$ cat config.mk
export PLATFORM = sky130hd
export DESIGN_NAME = onlt_ram
export DESIGN_NICKNAME = d
export VERILOG_FILES = /design/src/hdl/onlt_ram.sv
export SDC_FILE = /design/constraint.sdc
export NUM_CORES = 1
export LEC_CHECK = 0
export ABC_AREA = 1
export BUFFER_PORTS_ARGS = -buffer_cell sky130_fd_sc_hd__buf_4
export CAP_MARGIN = 15
export CORE_ASPECT_RATIO = 1.25
export CORE_UTILIZATION = 55
export DETAILED_ROUTE_END_ITERATION = 7
export MAX_ROUTING_LAYER = met4
export PLACE_DENSITY = 0.7
export SYNTH_ARGS = -nofsm -noshare
export SYNTH_HDL_FRONTEND = slang
export SYNTH_SLANG_ARGS = --single-unit
$ cat constraint.sdc
create_clock -name clk -period 2.19 [get_ports clk]
set_clock_uncertainty 0.05 [all_clocks]
set_input_delay 0.1095 -clock clk [delete_from_list [all_inputs] [get_ports clk]]
set_output_delay 0.1095 -clock clk [all_outputs]
set_load 0.02 [all_outputs]
$ cat src/hdl/onlt_ram.sv
// ----------------------------------------------------------------------------
// onlt_ram
// Generic simple dual-port RAM with one write port and a registered read.
// ----------------------------------------------------------------------------
module onlt_ram #(
  parameter int WIDTH = 8,
  parameter int DEPTH = 64,
  parameter int AW    = (DEPTH > 1) ? $clog2(DEPTH) : 1
) (
  input  logic             clk,
  input  logic             we,
  input  logic [AW-1:0]    waddr,
  input  logic [WIDTH-1:0] wdata,
  input  logic [AW-1:0]    raddr,
  output logic [WIDTH-1:0] rdata
);

  logic [WIDTH-1:0] mem [DEPTH];

  // Write and registered read share the clock.
  always_ff @(posedge clk) begin
    if (we) begin
      mem[waddr] <= wdata;
    end
    rdata <= mem[raddr];
  end

endmodule
==> qor.txt, run 1 <==
initial core utilization = 0.558
Worst Setup SP = mem[51][0]$_DFFE_PP_
CP required = 2590 ps
R2R Path Start = mem[51][0]$_DFFE_PP_
peak supply drop = 0.000514 V
DP Cell Count = 2,330
post-synthesis sequential area ratio = 0.728
Primary FF master, synth = edfxtp_1
cts bufs inserted = 49
Nets = 1,915
hold depth = 1
Final Instance Area = 0.0239 mm^2
GPL Wtd Cong = 0.945
Clock Pin Slew Worst Setup and Hold Paths = 60 ps
worst hold path class = in -> reg
Resize count post-CTS = 0
dpl hpwl = 33,900 um
PwrDens = 851 mW/mm^2
IO buf count = 29
CTS root buffer = clkbuf_16
final hold viol count = 3
synthesis-to-layout area growth = 12.2%
Yosys reg bits = 520
CTS H-tree depth = 2
combined flip-flop and latch cell area = 0.0155 mm^2
post-place instance area = 0.0224 mm^2
switching share of power = 0.222
share of cells above drive strength 1 = 0.110
Final Critical Period = 1500 ps
vias per cell = 5.87
pin count of the biggest net entering global routing = 97
fin crit share = 0.684
part of the power in the clock network = 0.390
Final Max Tran Viols = 0
Rel. slew slack = 0.591
DRC violations left = 0
vias in the first global route = 14.1k
P_leak = 8.79 nW
area of the multi-input gates = 0.00495 mm^2
Setup Total Neg Slack = 0 ps
row count = 80
antenna violations before repair = 1
Mapped Area = 0.0213 mm^2
commonest cells in the netlist = nand2_1 (648), edfxtp_1 (512), nand3_1 (439)
worst skew pair latency = 570 ps
die extent in y = 222 um
RSZ-0062 raised after global routing = false
Post-synth EDFFs = 512
Final setup viols = 0
cells after synthesis = 1,805
WP data arrival = 1900 ps
routed len/inst = 22.3 um
failing checks = hold timing
clock buffer depth = 3
worst reg2reg path depth = 8
total number of vias = 14.2k
CP endpoint kind = flip-flop
Clock Sinks = 520
first-pass GRT wire length = 81,300 um
area leader, netlist = edfxtp_1
synth unique cells = 16
Slew @ Worst Pin = 614 ps
total number of yosys warnings = 0
GRT Total Usage = 0.288
count leader, synth = nand2_1
fmax = 667 MHz
Max-Cap Viols = 0
status = finished, violations left
Die W = 178 um
die area = 0.0396 mm^2
fill cell count = 2,911
starting DRC count in detailed routing = 1,611
gr ovfl total = 0
top-area cell type share of the netlist area = 0.720
IO Count = 30
drt total wl = 54,000 um
Sw Pwr = 0.00453 W
final cell count without fillers = 2,422
hold path start = wdata[0]
cts hold-fix bufs = 4
CP Max Fanout = 1
WS Path Type = reg -> reg
Final ANT Viol Nets = 0
CORE AREA = 0.0382 mm^2
Critical Path Start Type = flip-flop
Logic pwr share = 0.068
syn_area_per_cell = 11.8 um^2
CTS tree = built
sequential share of power = 0.542
postcts setup bufs = 0
P_int = 0.0159 W
Synth async-reset ratio = 0
WHS = -3.06 ps
DR pass1 iterations = 6
main area contributors after synthesis = edfxtp_1 (72%), nand2_1 (11%), nand3_1 (10%)
Syn Nets = 1,827
[sequential cells by signal (all words and copies together), names as in the netlist]
name   cells
mem      512
rdata      8
[per-layer routing]
| layer | vias up | part of all wire | wire (um) | track usage |
|---|---|---|---|---|
| met5 | - | 0 | 0 | - |
| met4 | 0 | 0.041 | 2230 | 0.124 |
| met3 | 141 | 0.077 | 4140 | 0.0435 |
| met2 | 673 | 0.49 | 26700 | 0.467 |
| met1 | 6902 | 0.39 | 20900 | 0.359 |
| li1 | 6505 | - | - | - |
[cell families after synthesis]
group,share of synthesized area
buffers and inverters,0.0402
flip-flops,0.728
AND/OR/NAND/NOR,0.232
[layout make-up]
type                            count  area share
Timing Repair Buffer              150      0.0554
Inverter                           12     0.00219
Sequential cell                   520       0.649
Clock buffer                       63      0.0534
Antenna cell                        2    0.000209
Multi-Input combinational cell   1160       0.207
Clock inverter                     23     0.00789
Tap cell                          492      0.0257
[worst max-delay path, stage by stage (launching register included)]
cell and delay, ps:
edfxtp_1 360, nand2_1 70, nand3_1 90, nand3_1 170, nand2_1 110, nand2_1 70, nand3_1 170, nand3_1 200
nand2_1 80
[power groups by stage]
stage	clock network, W	registers (W)	logic, W
4_1_cts	0.00799	0.0110	0.00138
6_report	0.00795	0.0110	0.00139
5_1_grt	0.00837	0.0110	0.00150
3_3_place_gp	0	0.0113	0.00135
3_5_place_dp	0	0.0113	0.00136
2_1_floorplan	0	0.0113	0.000774
[per-stage QoR]
step                utilization  hold WS (ps)  total power [W]  setup slack, ps
floorplan                     -           158           0.0120              264
global route              0.626          1.49           0.0209              636
finish                    0.626         -3.06           0.0204              691
global placement          0.587           450           0.0126              458
CTS                       0.626          1.11           0.0204              748
detailed placement        0.587           455           0.0126              430
[cells in the final DEF (no fill, tap or decap)]
| cell | synthesis | final |
|---|---|---|
| nand4_1 | 9 | 9 |
| diode_2 | 0 | 2 |
| nor2_1 | 56 | 56 |
| clkbuf_1 | 15 | 14 |
| clkinv_1 | 0 | 8 |
| inv_2 | 1 | 1 |
| inv_4 | 0 | 1 |
| buf_4 | 14 | 130 |
| inv_1 | 10 | 9 |
| clkinvlp_4 | 0 | 2 |
| clkinv_2 | 0 | 9 |
| inv_6 | 1 | 1 |
| clkinv_4 | 0 | 1 |
| buf_12 | 0 | 15 |
| nand2_1 | 648 | 648 |
| buf_6 | 35 | 1 |
| nor4_1 | 8 | 8 |
| dlygate4sd3_1 | 0 | 4 |
| edfxtp_1 | 512 | 512 |
| bufinv_16 | 0 | 3 |
| clkbuf_16 | 0 | 49 |
| dfxtp_1 | 8 | 8 |
| nand3_1 | 439 | 439 |
[path summary, 6_finish.rpt]
kind / slack, ps / to
max: 690 / rdata[0]$_DFF_P_
min: -3 / mem[11][0]$_DFFE_PP_
max reg2reg: 690 / rdata[0]$_DFF_P_
min reg2reg: 790 / rdata[0]$_DFF_P_
(Power assumes the default switching activity.)
==> run 2: changes to the inputs <==
--- a/config.mk
+++ b/config.mk
@@ -12,7 +12,7 @@
 export CORE_UTILIZATION = 55
 export DETAILED_ROUTE_END_ITERATION = 7
 export MAX_ROUTING_LAYER = met4
-export PLACE_DENSITY = 0.7
+export PLACE_DENSITY = 0.73
 export SYNTH_ARGS = -nofsm -noshare
 export SYNTH_HDL_FRONTEND = slang
 export SYNTH_SLANG_ARGS = --single-unit
==> constraint.sdc (replaced) <==
create_clock -name clk -period 1.2 [get_ports clk]
set_clock_uncertainty 0.05 [all_clocks]
set_input_delay 0.06 -clock clk [delete_from_list [all_inputs] [get_ports clk]]
set_output_delay 0.06 -clock clk [all_outputs]
set_load 0.02 [all_outputs]
==> run 2 against run 1 <==
Net effect:
- the flow finishes with violations (hold timing, setup timing)
- combinational power increased by 110%
- sequential cell count unchanged
- clock-buffer cell count grew 2
- non-clock buffer count up 10
- via count up 1.3%
- utilization up 3.3 points
- die area is the same
- critical path depth stayed put
==> qor.txt, run 2 (synthesis results as in run 1) <==
final cell count without fillers = 2,433 (+0.45%)
drt total wl = 53,500 um (-0.99%)
gr ovfl total = 0 (unchanged)
max reg flops = 512 (unchanged)
total number of vias = 14.4k (+1.3%)
die extent in y = 222 um (unchanged)
GRT Total Usage = 0.284 (-0.00357)
first-pass GRT wire length = 81,200 um (about the same)
Nets = 1,925 (+0.52%)
Pwr Total = 0.0380 W (+86%)
PwrDens = 1510 mW/mm^2 (+77%)
most frequent cells in the layout = nand2_1 (611), edfxtp_1 (512), nand3_1 (356)
WP data arrival = 1670 ps (-230 ps)
Clock Pin Slew Worst Setup and Hold Paths = 60 ps (about the same)
CTS H-tree depth = 2 (unchanged)
final core utilization = 0.659 (+0.0326)
fin crit share = 1.05 (+0.363)
Reg with most FFs = mem
CP max-delay cell = edfxtp_1
CORE AREA = 0.0382 mm^2 (unchanged)
Die W = 178 um (unchanged)
Largest delay share family, worst path = simple AND/OR/NAND/NOR gates
DR pass1 iterations = 5 (-1)
Critical Path Start Type = flip-flop
status = finished, violations left
P_leak = 9.14 nW (+4.0%)
Regs by FF count = mem x512, rdata x8
Slew @ Worst Pin = 883 ps (+269 ps)
Final setup viols = 9 (+9)
DRC violations left = 0 (unchanged)
final hold viol count = 8 (+5)
CP endpoint kind = flip-flop
IO buf count = 29 (unchanged)
WS Path Type = reg -> reg
PnR worst setup slack = -56.4 ps (-748 ps)
Setup Total Neg Slack = -266 ps (-266 ps)
routed len/inst = 22.0 um (-1.4%)
row count = 80 (unchanged)
Final Critical Period = 1260 ps (-242 ps)
worst skew pair latency = 580 ps (about the same)
WHS = -210 ps (-207 ps)
pin count of the biggest net entering global routing = 65 (-33%)
fmax = 796 MHz (+19%)
Rel. slew slack = 0.409 (-0.181)
starting DRC count in detailed routing = 1,495 (-7.2%)
synthesis-to-layout area growth = 18.1%
postcts setup bufs = 0 (unchanged)
peak supply drop = 0.00123 V (+140%)
CP required = 1620 ps (-970 ps)
vias in the first global route = 14.1k (-0.18%)
failing checks = hold timing, setup timing
dpl hpwl = 32,000 um (-5.6%)
fill cell count = 2,668 (-8.3%)
critical-path cell list = nand2_1, nand3_2, nand3_2, nand2_1, nand2_1, nand3_2, nand3_1, nand2_1
Clock Sinks = 520 (unchanged)
cts bufs inserted = 49 (unchanged)
CTS tree = built
most common cell after layout, fill and taps aside = nand2_1
IO Count = 30 (unchanged)
GPL Wtd Cong = 0.960 (+1.6%)
CTS root buffer = clkbuf_16
Final ANT Viol Nets = 0 (unchanged)
share of cells above drive strength 1 = 0.207 (+0.0962)
area of the multi-input gates = 0.00583 mm^2 (+18%)
vias per cell = 5.92 (+0.81%)
worst hold path class = in -> reg
CP bufs+invs = 0 (unchanged)
combined flip-flop and latch cell area = 0.0155 mm^2 (about the same)
antenna violations before repair = 1 (unchanged)
die area = 0.0396 mm^2 (unchanged)
DP Cell Count = 2,344 (+0.60%)
CP Max Fanout = 1 (unchanged)
Max-Cap Viols = 0 (unchanged)
initial core utilization = 0.558 (unchanged)
clock buffer depth = 3 (unchanged)
critical path's most frequent cell = nand2_1
Final Max Tran Viols = 0 (unchanged)
RSZ-0062 raised after global routing = true
slowest stage delay, CP = 370 ps (about the same)
==> run 2: cell types whose count changed in the layout (fill, tap and decap cells not counted), moves of 6 or more <==
| cell | before | now |
|---|---|---|
| nand3_4 | 0 | 9 |
| buf_4 | 130 | 124 |
| nand3_1 | 439 | 356 |
| nor2_1 | 56 | 24 |
| nor4_1 | 8 | 0 |
| nand3_2 | 0 | 74 |
| nand2_2 | 0 | 33 |
| nor4_2 | 0 | 6 |
| nand2_1 | 648 | 611 |
| nor2_4 | 0 | 28 |
| buf_12 | 15 | 32 |
==> run 2: path summary, 6_finish.rpt <==
kind	from	end	slack [ps]	cells after the start
max	mem[10][6]$_DFFE_PP_	rdata[6]$_DFF_P_	-60	8
max reg2reg	mem[10][6]$_DFFE_PP_	rdata[6]$_DFF_P_	-60	8
min reg2reg	mem[13][7]$_DFFE_PP_	rdata[7]$_DFF_P_	750	8
min	raddr[5]	rdata[1]$_DFF_P_	-210	3
==> run 2: metal layers <==
layer  GRT usage  share of wire  up-vias
met3      0.0440          0.086      139
li1            -              -     6542
met5           -              0        -
met1       0.366           0.38     6996
met4       0.114          0.042        0
met2       0.452           0.50      724
==> run 2: where the power goes <==
part           switching, W  leakage [nW]  internal (W)  total [W]
sequential        0.0000629          4.67        0.0201     0.0202
clock               0.00648         0.754       0.00836     0.0148
combinational       0.00204          3.71      0.000939    0.00298
==> run 2: layout make-up <==
class	count	area share
diodes	1	0.0000993
clock buffers	65	0.0522
clock inverters	23	0.00795
inverters	12	0.00283
multi-input cells	1160	0.231
flip-flops and latches	520	0.617
well taps	492	0.0244
repair buffers	160	0.0642
==> run 2: timing repair <==
action,4_1_cts,5_1_grt
setup endpoints to repair,12,9
hold endpoints to repair,8,8
pin swaps,42,34
cloned,0,0
resized for setup,83,55
==> run 2: stage by stage <==
step / setup slack (ps) / instance area [um^2]
3_5_place_dp: -467 / 23100
2_1_floorplan: -463 / 21700
3_3_place_gp: -427 / 23100
4_1_cts: -34.3 / 24900
6_report: -56.4 / 25200
5_1_grt: -101 / 25200
==> run 2: worst min-delay path: stages <==
cell     delay (ps)
buf_4           170
nand3_1          90
nand2_1          50
==> run 3: changes to the inputs <==
--- a/config.mk
+++ b/config.mk
@@ -9,10 +9,9 @@
 export BUFFER_PORTS_ARGS = -buffer_cell sky130_fd_sc_hd__buf_4
 export CAP_MARGIN = 15
 export CORE_ASPECT_RATIO = 1.25
-export CORE_UTILIZATION = 55
+export CORE_UTILIZATION = 50
 export DETAILED_ROUTE_END_ITERATION = 7
-export MAX_ROUTING_LAYER = met4
-export PLACE_DENSITY = 0.73
+export PLACE_DENSITY = 0.67
 export SYNTH_ARGS = -nofsm -noshare
 export SYNTH_HDL_FRONTEND = slang
 export SYNTH_SLANG_ARGS = --single-unit
==> run 3 against run 2 <==
Net effect:
- the flow finishes with violations (setup timing)
- fmax is 0.15% lower
- non-clock buffer count rose by 7
- global-route usage shrank 3.5 points
- register-to-register slack about the same
- setup slack got worse by 1.9 ps
- cell count rose by 3.1%
==> qor.txt, run 3 (synthesis results as in run 1) <==
fin crit share = 1.05 (+0.00161)
area of the multi-input gates = 0.00582 mm^2 (-0.13%)
Critical Path Start Type = flip-flop
PnR worst setup slack = -58.3 ps (-1.93 ps)
die extent in y = 233 um (+4.8%)
initial core utilization = 0.508 (-0.0505)
DR pass1 iterations = 5 (unchanged)
Final Max Tran Viols = 0 (unchanged)
Slew @ Worst Pin = 811 ps (-71.3 ps)
CP max-delay cell = edfxtp_1
status = finished, violations left
hold path start = wdata[5]
GRT Total Usage = 0.249 (-0.0352)
DRC violations left = 0 (unchanged)
Final setup viols = 7 (-2)
CTS root buffer = clkbuf_16
die area = 0.0435 mm^2 (+9.9%)
gr ovfl total = 0 (unchanged)
Regs by FF count = mem x512, rdata x8
CP endpoint kind = flip-flop
Nets = 1,931 (+0.31%)
hold depth = 1 (-2)
synthesis-to-layout area growth = 20.0%
postcts setup bufs = 0 (unchanged)
failing checks = setup timing
starting DRC count in detailed routing = 1,378 (-7.8%)
WS Path Type = reg -> reg
IO buf count = 29 (unchanged)
CTS tree = built
peak supply drop = 0.00152 V (+23%)
pin count of the biggest net entering global routing = 65 (unchanged)
Die W = 187 um (+4.8%)
Clock Sinks = 520 (unchanged)
GPL Wtd Cong = 0.853 (-11%)
Final ANT Viol Nets = 0 (unchanged)
Rel. slew slack = 0.459 (+0.0497)
final core utilization = 0.609 (-0.0497)
most frequent cells in the layout = nand2_1 (613), edfxtp_1 (512), nand3_1 (347)
RSZ-0062 raised after global routing = true
slowest stage delay, CP = 400 ps (+30 ps)
Hold EP = mem[19][5]$_DFFE_PP_
fmax = 795 MHz (-0.15%)
Reg-to-Reg End = rdata[3]$_DFF_P_
total number of vias = 14.1k (-1.8%)
drt total wl = 53,300 um (-0.28%)
max reg flops = 512 (unchanged)
fill cell count = 3,259 (+22%)
Max-Cap Viols = 0 (unchanged)
PwrDens = 1510 mW/mm^2 (+0.45%)
CP Max Fanout = 1 (unchanged)
Setup Total Neg Slack = -246 ps (+20.4 ps)
vias in the first global route = 14.3k (+1.2%)
Pwr Total = 0.0388 W (+2.1%)
critical-path cell list = nand2_2, nand3_2, nand3_2, nand2_1, nand2_1, nand3_2, nand3_4, nand2_2
vias per cell = 5.64 (-4.7%)
share of cells above drive strength 1 = 0.213 (+0.00623)
combined flip-flop and latch cell area = 0.0155 mm^2 (about the same)
P_leak = 9.28 nW (+1.5%)
met3 wire length = 3460 um (-24%)
first-pass GRT wire length = 81,700 um (+0.57%)
final hold viol count = 0 (-8)
antenna cells = 0 (-1)
CTS H-tree depth = 2 (unchanged)
Final Critical Period = 1260 ps (+1.93 ps)
R2R Path Start = mem[15][3]$_DFFE_PP_
critical path's most frequent cell = nand3_2
most common cell after layout, fill and taps aside = nand2_1
Reg with most FFs = mem
dpl hpwl = 31,800 um (-0.66%)
CP bufs+invs = 0 (unchanged)
Clock Pin Slew Worst Setup and Hold Paths = 60 ps (about the same)
met2 wire length = 27,600 um (+3.9%)
WP data arrival = 1670 ps (about the same)
routed len/inst = 21.3 um (-3.3%)
antenna violations before repair = 0 (-1)
Largest delay share family, worst path = simple AND/OR/NAND/NOR gates
worst hold path class = in -> reg
IO Count = 30 (unchanged)
cts bufs inserted = 48 (-2.0%)
highest metal used = met4
clock buffer depth = 3 (unchanged)
wl on met1 = 20,500 um (+2.0%)
CP required = 1610 ps (about the same)
R2R setup slack = -60 ps (about the same)
row count = 84 (+5.0%)
worst skew pair latency = 580 ps (about the same)
worst reg2reg path depth = 8 (unchanged)
CORE AREA = 0.0420 mm^2 (+9.9%)
[run 3: cell count changes in the layout (fill, tap and decap cells not counted), sizes merged]
cell	before	now
clkbuf	65	57
clkinv	18	22
dlygate4sd3	0	2
clkinvlp	1	3
buf	160	165
diode	1	0
bufinv	3	7
[run 3: power by group]
group / switching (W) / total, W / internal, W
Combinational: 0.00202 / 0.00299 / 0.000968
Clock: 0.00658 / 0.0156 / 0.00905
Sequential: 0.0000610 / 0.0202 / 0.0201
Total: 0.00866 / 0.0388 / 0.0301
[run 3: worst max-delay path by stage]
stage	startpoint	depth (start not counted)	endpoint	slack (ps)
finish	mem[15][3]$_DFFE_PP_	8	rdata[3]$_DFF_P_	-60
global route	mem[62][3]$_DFFE_PP_	8	rdata[3]$_DFF_P_	-110
CTS	mem[15][4]$_DFFE_PP_	8	rdata[4]$_DFF_P_	-30
detailed placement	raddr[0]	11	rdata[7]$_DFF_P_	-460
global placement	raddr[0]	11	rdata[7]$_DFF_P_	-460
floorplan	we	3	mem[48][0]$_DFFE_PP_	-460
[run 3: stage by stage]
step | setup slack, ps | area, um^2 | hold slack (ps) | std cells
5_1_grt | -110 | 25600 | 48.9 | 2508
4_1_cts | -28.0 | 25400 | 30.0 | 2508
3_5_place_dp | -465 | 23400 | 360 | 2416
6_report | -58.3 | 25600 | 37.2 | 2508
3_3_place_gp | -459 | 23400 | 356 | 2416
2_1_floorplan | -463 | 21700 | 109 | 1805
[run 3: layout make-up]
cell class              instances  share of cell area
repair buffers                167              0.0728
well taps                     559              0.0273
inverters                      12             0.00278
flip-flops and latches        520               0.607
clock buffers                  57              0.0494
multi-input cells            1160               0.227
clock inverters                33              0.0134
[run 3: worst register-to-register path: stages, from the launching register on]
cell      delay, ps
edfxtp_1        400
nand2_2         110
nand3_2          80
nand3_2         110
nand2_1          70
nand2_1          70
nand3_2         100
nand3_4         100
nand2_2          50
[run 3: per-layer routing]
layer | up-vias | global-route usage
met1 | 6964 | 0.307
met4 | 0 | 0.104
met2 | 509 | 0.441
met5 | - | 0
li1 | 6561 | -
met3 | 107 | 0.0335
[run 3: timing repair]
action	4_1_cts	5_1_grt
hold endpoints to repair	8	0
pin swaps	57	32
endpoints found under the setup margin	12	12
resized for setup	93	47
hold buffers	2	0
